$ cat src/rtl/core/btfc_pkg.sv
`default_nettype none

package btfc_pkg;

    localparam int MAX_DIGITS_DEF = 24;
    localparam int RESULT_CAP     = 24;
    localparam int CNT_W          = $clog2(RESULT_CAP + 1);

    // Enough balanced ternary digits for a magnitude of 2^31
    localparam int DIG_DEPTH = 21;
    localparam int DIG_W     = $clog2(DIG_DEPTH);

    // Largest point shift a 31-bit denominator can give
    localparam int MOV_MAX = 19;

    // ceil(2^33 / 3): floor(y / 3) == (y * RECIP3) >> 33 for any 32-bit y
    localparam logic [31:0] RECIP3 = 32'hAAAA_AAAB;

    localparam logic [1:0] SYM_ZERO  = 2'd0;
    localparam logic [1:0] SYM_ONE   = 2'd1;
    localparam logic [1:0] SYM_MINUS = 2'd2;
    localparam logic [1:0] SYM_POINT = 2'd3;

    localparam logic [31:0] POW3 [0:20] = '{
        32'd1, 32'd3, 32'd9, 32'd27, 32'd81, 32'd243, 32'd729, 32'd2187,
        32'd6561, 32'd19683, 32'd59049, 32'd177147, 32'd531441, 32'd1594323,
        32'd4782969, 32'd14348907, 32'd43046721, 32'd129140163,
        32'd387420489, 32'd1162261467, 32'd3486784401
    };

    typedef struct packed {
        logic signed [31:0] numerator;
        logic [30:0]        denominator;
    } item_t;

    typedef struct packed {
        logic [1:0] symbol;
        logic       last;
    } result_t;

    typedef enum logic [1:0] {
        SEL_ZERO,
        SEL_DIGIT,
        SEL_POINT
    } sym_sel_t;

    typedef struct packed {
        logic     load;
        logic     conv;
        logic     p_top;
        logic     p_frac;
        logic     p_dec;
        logic     emit;
        sym_sel_t sel;
        logic     last;
    } ctl_cmd_t;

    typedef struct packed {
        logic mag_zero;
        logic n_zero;
        logic den_more;
        logic lead_needed;
        logic point_needed;
        logic p_at_mov;
        logic p_at_fl;
        logic at_limit;
    } ctl_stat_t;

endpackage

`default_nettype wire

$ cat src/rtl/core/btfc_ctrl.sv
`default_nettype none

module btfc_ctrl
    import btfc_pkg::*;
(
    input  wire        clk,
    input  wire        rst_n,
    input  wire        start,
    input  ctl_stat_t  stat,
    output ctl_cmd_t   cmd,
    output logic       busy
);

    typedef enum logic [2:0] {
        S_IDLE,
        S_CONV,
        S_LEAD,
        S_INT,
        S_POINT,
        S_FRAC
    } state_t;

    state_t state_reg;
    state_t state_next;
    logic   busy_reg;

    always_comb
    begin
        state_next = state_reg;
        cmd        = '0;
        cmd.sel    = SEL_ZERO;
        unique case (state_reg)
            S_IDLE:
            begin
                if (start)
                begin
                    cmd.load   = 1'b1;
                    state_next = S_CONV;
                end
            end
            S_CONV:
            begin
                if (stat.mag_zero && (stat.n_zero || !stat.den_more))
                begin
                    if (stat.n_zero)
                    begin
                        cmd.emit   = 1'b1;
                        cmd.last   = 1'b1;
                        state_next = S_IDLE;
                    end
                    else if (stat.lead_needed)
                        state_next = S_LEAD;
                    else
                    begin
                        cmd.p_top  = 1'b1;
                        state_next = S_INT;
                    end
                end
                else
                    cmd.conv = 1'b1;
            end
            S_LEAD:
            begin
                // integer part empty: a point follows unless the symbol limit ends the run here
                cmd.emit   = 1'b1;
                cmd.last   = stat.at_limit;
                state_next = stat.at_limit ? S_IDLE : S_POINT;
            end
            S_INT:
            begin
                cmd.emit = 1'b1;
                cmd.sel  = SEL_DIGIT;
                cmd.last = (stat.p_at_mov && !stat.point_needed) || stat.at_limit;
                if (cmd.last)
                    state_next = S_IDLE;
                else if (stat.p_at_mov)
                    state_next = S_POINT;
                else
                    cmd.p_dec = 1'b1;
            end
            S_POINT:
            begin
                cmd.emit   = 1'b1;
                cmd.sel    = SEL_POINT;
                cmd.p_frac = 1'b1;
                cmd.last   = stat.at_limit;
                state_next = stat.at_limit ? S_IDLE : S_FRAC;
            end
            S_FRAC:
            begin
                cmd.emit = 1'b1;
                cmd.sel  = SEL_DIGIT;
                cmd.last = stat.p_at_fl || stat.at_limit;
                if (cmd.last)
                    state_next = S_IDLE;
                else
                    cmd.p_dec = 1'b1;
            end
            default:
                state_next = S_IDLE;
        endcase
    end

    always_ff @(posedge clk or negedge rst_n)
    begin
        if (!rst_n)
        begin
            state_reg <= S_IDLE;
            busy_reg  <= 1'b0;
        end
        else
        begin
            state_reg <= state_next;
            busy_reg  <= (state_next != S_IDLE);
        end
    end

    assign busy = busy_reg;

    a_limit_ends_run: assert property (@(posedge clk) disable iff (!rst_n)
        cmd.emit && stat.at_limit |-> cmd.last)
        else $error("run passes its symbol limit");

    a_no_load_busy: assert property (@(posedge clk) disable iff (!rst_n)
        cmd.load |-> !busy_reg && !cmd.emit)
        else $error("beat loaded while busy");

endmodule

`default_nettype wire

$ cat config.mk
export PLATFORM = sky130hd
export DESIGN_NAME = btfc_ctrl
export DESIGN_NICKNAME = d
export VERILOG_FILES = /design/src/rtl/core/btfc_pkg.sv /design/src/rtl/core/btfc_ctrl.sv
export SDC_FILE = /design/constraint.sdc
export NUM_CORES = 1
export LEC_CHECK = 0
export BUFFER_PORTS_ARGS = -buffer_cell sky130_fd_sc_hd__buf_2
export CAP_MARGIN = 20
export CORE_AREA = 2 2 39 41
export DETAILED_ROUTE_END_ITERATION = 8
export DIE_AREA = 0 0 41 43
export SKIP_CTS_REPAIR_TIMING = 1
export SYNTH_ARGS = -nofsm -noshare
export SYNTH_HDL_FRONTEND = slang
export SYNTH_SLANG_ARGS = --single-unit
$ cat constraint.sdc
create_clock -name clk -period 1.5 [get_ports clk]
set_clock_uncertainty 0.15 [all_clocks]
set_input_delay 0.15 -clock clk [delete_from_list [all_inputs] [get_ports clk]]
set_output_delay 0.15 -clock clk [all_outputs]
set_load 0.01 [all_outputs]
==> results of run 1 <==
per-stage QoR:
| stage | hold WS [ps] | instance area, sq um |
|---|---|---|
| after floorplan | -295.6 | 350.3 |
| after global placement | -194.2 | 486.7 |
| after detailed placement | -195.1 | 486.7 |
| after CTS | -446.6 | 509.2 |
| after global routing | 19.55 | 608.1 |
| final | 15.55 | 608.1 |
metal layers:
metal / up-vias / wire (um)
met1: 231 / 410
li1: 223 / -
met5: - / 0
met2: 19 / 564
met4: 0 / 40
met3: 5 / 50
worst reg2reg max path: stages, from the launching register on:
cell,delay (ps)
dfrtp_1,390
or3b_4,240
a21oi_2,40
buf_4,130
nor3_1,240
nand3b_1,100
final cells by class:
class / instances / area, sq um / share of cell area [%]
multi-input combinational: 36 / 276.5 / 45.47
timing repair buffer: 29 / 180.2 / 29.63
sequential: 4 / 101.3 / 16.67
clock buffer: 3 / 22.52 / 3.704
tap: 16 / 20.02 / 3.292
inverter: 2 / 7.507 / 1.235
power breakdown:
group,internal [uW],switching (uW)
registers,141,29.4
clock network,90.3,56.6
logic,189,203
cells by family (layout without fill, tap and decap cells):
logic type / count (synthesis) / in the layout / share of synthesized area, %
compound gates: 15 / 15 / 29.65
flops: 4 / 4 / 28.57
simple gates: 21 / 21 / 35.71
buf+inv: 5 / 34 / 6.071
worst min-delay path by stage:
stage               startpoint      endpoint  slack, ps  cells past startpoint
global route           stat[2]  state_reg[1]         20                      2
finish                 stat[2]  state_reg[1]         20                      2
CTS                      rst_n  state_reg[1]       -450                      1
detailed placement       rst_n  state_reg[1]       -200                      1
floorplan                rst_n          busy       -300                      0
global placement         rst_n  state_reg[1]       -190                      1
cells in the mapped netlist:
| cell | instances | area (sq um) |
|---|---|---|
| o22ai_1 | 1 | 6.260 |
| a221oi_1 | 1 | 8.760 |
| o21a_1 | 1 | 7.510 |
| a211oi_1 | 2 | 15.01 |
| a21oi_2 | 1 | 8.760 |
| clkbuf_1 | 1 | 3.750 |
| nor3b_1 | 2 | 15.01 |
| o21ai_1 | 1 | 5.000 |
| nand2b_1 | 7 | 43.79 |
| nand2_1 | 3 | 11.26 |
| or3b_1 | 2 | 17.52 |
| o21bai_1 | 1 | 7.510 |
| nand4b_1 | 1 | 8.760 |
| a21boi_0 | 1 | 7.510 |
| nor2_1 | 3 | 11.26 |
| nand3b_1 | 1 | 7.510 |
| dfrtp_1 | 4 | 100.1 |
| buf_2 | 2 | 10.01 |
| inv_1 | 2 | 7.510 |
| a311oi_1 | 1 | 8.760 |
| o41ai_1 | 1 | 8.760 |
| a21oi_1 | 4 | 20.02 |
| nor3_1 | 2 | 10.01 |
==> results.md, run 1 <==
* status: finished, violations left
* violated checks: setup timing
* min cycle time layout: 1631 ps
* sequential area share after synthesis: 28.57%
* Sinks on Clock Net: 4
* post-synthesis sequential element count: 4
* class of the worst hold path: input port to flop
* fraction of layout cells with a size suffix above 1: 54.05%
* MaxCap Viol Count: 0
* number of hold-slack violations in the final timing report: 0
* core utilization of the finished layout: 43.94%
* Chip Width: 41 um
* final global-route overflow total: 0
* antenna diode count: 0
* largest buffer count on any clock path: 2
* clock-pin slew reported for the worst setup and hold paths after clock tree synthesis: 40 ps
* RR Startpoint: state_reg[2]
* endpoint of the most critical register-to-register path: busy
* net count reported at finish: 87
* arrival time at the worst endpoint: 1330 ps
* number of I/O port buffers: 20
* buffer and inverter count on the worst path: 1
* DR WL/cell: 11.84 um
* Final Setup Violations: 7
* Crit path depth: 3
* total of fill cells in the finished design: 145
* global-route met3 utilization: 1.571%
* layer with the highest usage: met2
* number of standard cells in the final layout excluding fillers: 90
* Net Count, Synth: 56
* most frequent cells in the layout: buf_2, nand2b_1, buf_4
* insertion delay to the later sink of the worst-skew pair: 250 ps
* delay-heaviest family, CP: flip-flops
* vias in the first global route: 381
* number of nets with antenna violations after routing: 0
* H-Tree Depth: 1
* number of max-slew violations in the final report: 0
* required time of the worst setup path: 1200 ps
* global-route track usage on met2: 20.94%
* pre-CTS setup slack: 65.55 ps
* most common library cell in the layout ignoring fill and taps: buf_2
* Cell Rows: 14
* number of flip-flops in the largest register: 3
* starting utilization of the core area: 25.32%
* Post-Syn Area per Cell: 7.785 sq um
* Worst Path Class, Setup: flop to output port
* TritonCTS clock tree: yes
* first-pass GRT wire length: 1.524 mm
* Syn. warnings: 0
* cell count after synthesis: 45
* Setup TNS: -636.0 ps
* total iterations of the first detailed-routing run: 4
* number of design rule violations left after detail routing: 0
* area grow syn2layout: 73.57%
* capturing element type of the critical path: output port
* 1st-iter DRT viols: 12
* slew of the pin with the lowest slew margin: 289.2 ps
* cell depth of the worst flop-to-flop path: 5
* last weighted congestion value of the routability-driven placer: 0.7587
* worst-path maximum fanout: 4
* power density of the placed cells: 1168 nW/um^2
* Final Total Pwr: 710.2 uW
* top-level port count: 21
* post-DP HPWL: 729.5 um
* Worst setup startpoint: state_reg[2]
* worst setup path end: cmd[4]
* total routed wirelength: 1.066 mm
* Tcrit/Tclk final: 108.7%
* via count normalized by instance count: 5.311
* Worst slew margin: 80.51%
* cells traversed along the worst timing path: or3b_1, a21oi_2, buf_2
* Register-to-Register Setup Slack: 70 ps
* maximum number of pins on one net before global-route repair: 11
* CP max stage delay: 390 ps
* die area: 1763 sq um
* number of buffers added by the clock tree synthesis step: 3
* max frequency: 613.2 MHz
* core outline area: 1384 sq um
* synthesized cell area: 350.3 sq um
* antenna violations before repair: 0
* count of different cell masters after synthesis: 23
* global-route track usage on met1: 15.26%
* cell with the largest stage delay on the worst path: dfrtp_1
* total via count in the routed design: 478
* leakage component of the power: 0.0002934 uW
* worst setup margin: -130.7 ps
* placed cells: 82
* floorplan die height: 43 um
* Max VDD drop: 0.0004020 V
* global-route total usage across every layer: 13.29%
* type of element launching the critical path: flop
* unrepaired setup endpoints after global routing: yes
* master cell of the clock root buffer: clkbuf_4
No activity file was read; power rests on OpenSTA's default activity.
==> inputs of run 2 (changes only) <==
--- a/config.mk
+++ b/config.mk
@@ -10,6 +10,7 @@
 export CORE_AREA = 2 2 39 41
 export DETAILED_ROUTE_END_ITERATION = 8
 export DIE_AREA = 0 0 41 43
+export PLACE_DENSITY_LB_ADDON = 0.08
 export SKIP_CTS_REPAIR_TIMING = 1
 export SYNTH_ARGS = -nofsm -noshare
 export SYNTH_HDL_FRONTEND = slang
==> constraint.sdc (replaced) <==
create_clock -name clk -period 2 [get_ports clk]
set_clock_uncertainty 0.15 [all_clocks]
set_input_delay 0.2 -clock clk [delete_from_list [all_inputs] [get_ports clk]]
set_output_delay 0.2 -clock clk [all_outputs]
set_load 0.01 [all_outputs]
==> run 2 against run 1 <==
  * The run now ends clean
  * Global-route usage decreased by 0.99 points
  * Combinational power down 53%
  * Non-clock buffer count shrank 7
  * Final cell count shrank 7.8%
  * Total power down 39%
  * Via count shrank 19%
  * Clock power down 33%
  * First-iteration DRC count is 42% lower
  * Core utilization down 8.0 points
  * Worst setup slack improved by 250 ps
  * Sequential cell count did not move
  * Critical path type unchanged
==> results.md, run 2 (same netlist as run 1, synthesis figures left out) <==
* status: completed
* fraction of power consumed by sequential logic: 34.6%, +11 points
* Fin Hold WS: 10.35 ps, -5.202 ps
* DR WL/cell: 11.16 um, -5.8%
* number of nets with antenna violations after routing: 0, unchanged
* area grow syn2layout: 41.79%
* number of flip-flops in the largest register: 3, unchanged
* core outline area: 1384 sq um, unchanged
* die area: 1763 sq um, unchanged
* fraction of layout cells with a size suffix above 1: 37.31%, -17 points
* min cycle time layout: 1880 ps
* net switching power: 171.8 uW, -41%
* total via count in the routed design: 388, -19%
* Max VDD drop: 0.0003813 V, -5.2%
* hold depth: 2, unchanged
* number of I/O port buffers: 20, unchanged
* antenna diode count: 0, unchanged
* cell depth of the worst flop-to-flop path: 4, -1
* critical hold path startpoint: stat[4]
* most frequent cells in the layout: buf_2, nand2b_1, a21oi_1, dfrtp_1
* Cell Rows: 14, unchanged
* FF+latch area: 100.1 sq um, -1.2%
* MaxCap Viol Count: 0, unchanged
* part of the total power dissipated in the clock network: 22.8%, +2.1 points
* RR Startpoint: state_reg[1]
* worst hold path endpoint: state_reg[0]
* worst-path maximum fanout: 16, +12
* maximum number of pins on one net before global-route repair: 17, +6
* total of fill cells in the finished design: 161, +11%
* switching part of the total: 39.71%, -1.0 points
* via count normalized by instance count: 4.675, -12%
* last weighted congestion value of the routability-driven placer: 0.6749, -11%
* insertion delay to the later sink of the worst-skew pair: 230 ps, -20 ps
* slew of the pin with the lowest slew margin: 442.9 ps, +153.8 ps
* Register-to-Register Setup Slack: 430 ps, +360 ps
* internal power: 260.9 uW, -38%
* class of the worst hold path: input port to flop
* top-level port count: 21, unchanged
* Worst slew margin: 70.47%, -10 points
* final global-route overflow total: 0, unchanged
* vias in the first global route: 353, -7.3%
* global-route total usage across every layer: 12.30%, -0.99 points
* Final Setup Violations: 0, -7
* arrival time at the worst endpoint: 1530 ps, +200 ps
* Setup TNS: 0 ps, +636.0 ps
* total routed wirelength: 926 um, -13%
* largest buffer count on any clock path: 2, unchanged
* combinational power share: 42.6%, -13 points
* number of design rule violations left after detail routing: 0, unchanged
* 1st-iter DRT viols: 7, -5
* H-Tree Depth: 1, unchanged
* power density of the placed cells: 871.1 nW/um^2, -25%
* total iterations of the first detailed-routing run: 4, unchanged
* Chip Width: 41 um, unchanged
* required time of the worst setup path: 1650 ps, +450 ps
* master cell of the clock root buffer: clkbuf_4
* leakage component of the power: 0.0002416 uW, -18%
* Worst setup startpoint: state_reg[1]
* max frequency: 531.8 MHz
* Tcrit/Tclk final: 94.02%
* capturing element type of the critical path: output port
* Worst Path Class, Setup: flop to output port
* floorplan die height: 43 um, unchanged
* Sinks on Clock Net: 4, unchanged
* starting utilization of the core area: 25.32%, unchanged
* number of max-slew violations in the final report: 0, unchanged
* TritonCTS clock tree: yes
* multi-input gate area in the final layout: 229.0 sq um, -17%
* clock-pin slew reported for the worst setup and hold paths after clock tree synthesis: 40 ps, about the same
* number of buffers added by the clock tree synthesis step: 3, unchanged
* post-DP HPWL: 703 um, -3.6%
* unrepaired setup endpoints after global routing: no
* endpoint of the most critical register-to-register path: busy
* type of element launching the critical path: flop
* antenna violations before repair: 0, unchanged
* most common library cell in the layout ignoring fill and taps: buf_2
* number of hold-slack violations in the final timing report: 0, unchanged
* net count reported at finish: 80, -8.0%
* first-pass GRT wire length: 1.414 mm, -7.2%
==> run 2: cell types whose count changed in the layout (fill, tap and decap cells not counted), moves of 2 or more <==
cell      previous run  this run
buf_4                5         1
buf_6                2         0
nand2b_1             5         7
nand2b_4             2         0
==> run 2: layer usage <==
layer	GRT usage, %	routed length [um]	vias to the layer above
met3	3.141	48	0
met4	10.00	0	0
met1	14.66	425	167
met5	0	0	-
met2	17.50	452	11
li1	-	-	210
==> run 2: critical path: stages, from the launching register on <==
cell	delay, ps
dfrtp_1	600
or3b_1	410
a21oi_2	140
buf_2	140
==> run 2: per-stage QoR <==
stage | instances | util [%] | total power [uW] | setup slack [ps] | cell area (sq um)
floorplan | 45 | - | 261.7 | 601.5 | 350.3
detailed placement | 79 | 33.54 | 335.9 | 373.4 | 464.2
CTS | 82 | 35.17 | 439.3 | 118.7 | 486.7
global placement | 79 | 33.54 | 338.8 | 383.7 | 464.2
global route | 83 | 35.90 | 476.7 | 30.03 | 496.7
finish | 83 | 35.90 | 432.7 | 119.6 | 496.7
==> run 2: layout make-up <==
type,count,share of cell area (%)
flip-flops and latches,4,20.15
inverters,2,1.511
well taps,16,4.030
multi-input cells,36,46.10
clock buffers,3,4.534
repair buffers,22,23.68
==> run 2: power groups by stage <==
| stage | Sequential [uW] | Combinational (uW) | Clock [uW] |
|---|---|---|---|
| final | 150 | 184 | 98.6 |
| after global routing | 156 | 205 | 116 |
| after CTS | 150 | 186 | 104 |
| after detailed placement | 151 | 185 | 0 |
| after global placement | 152 | 187 | 0 |
| after floorplan | 124 | 138 | 0 |
==> run 2: how the worst max path moves through the flow <==
stage / end / slack [ps] / cells past startpoint
after floorplan: busy / 600 / 4
after global placement: cmd[4] / 380 / 3
after detailed placement: cmd[4] / 370 / 3
after CTS: cmd[4] / 120 / 3
after global routing: cmd[4] / 30 / 3
final: cmd[4] / 120 / 3
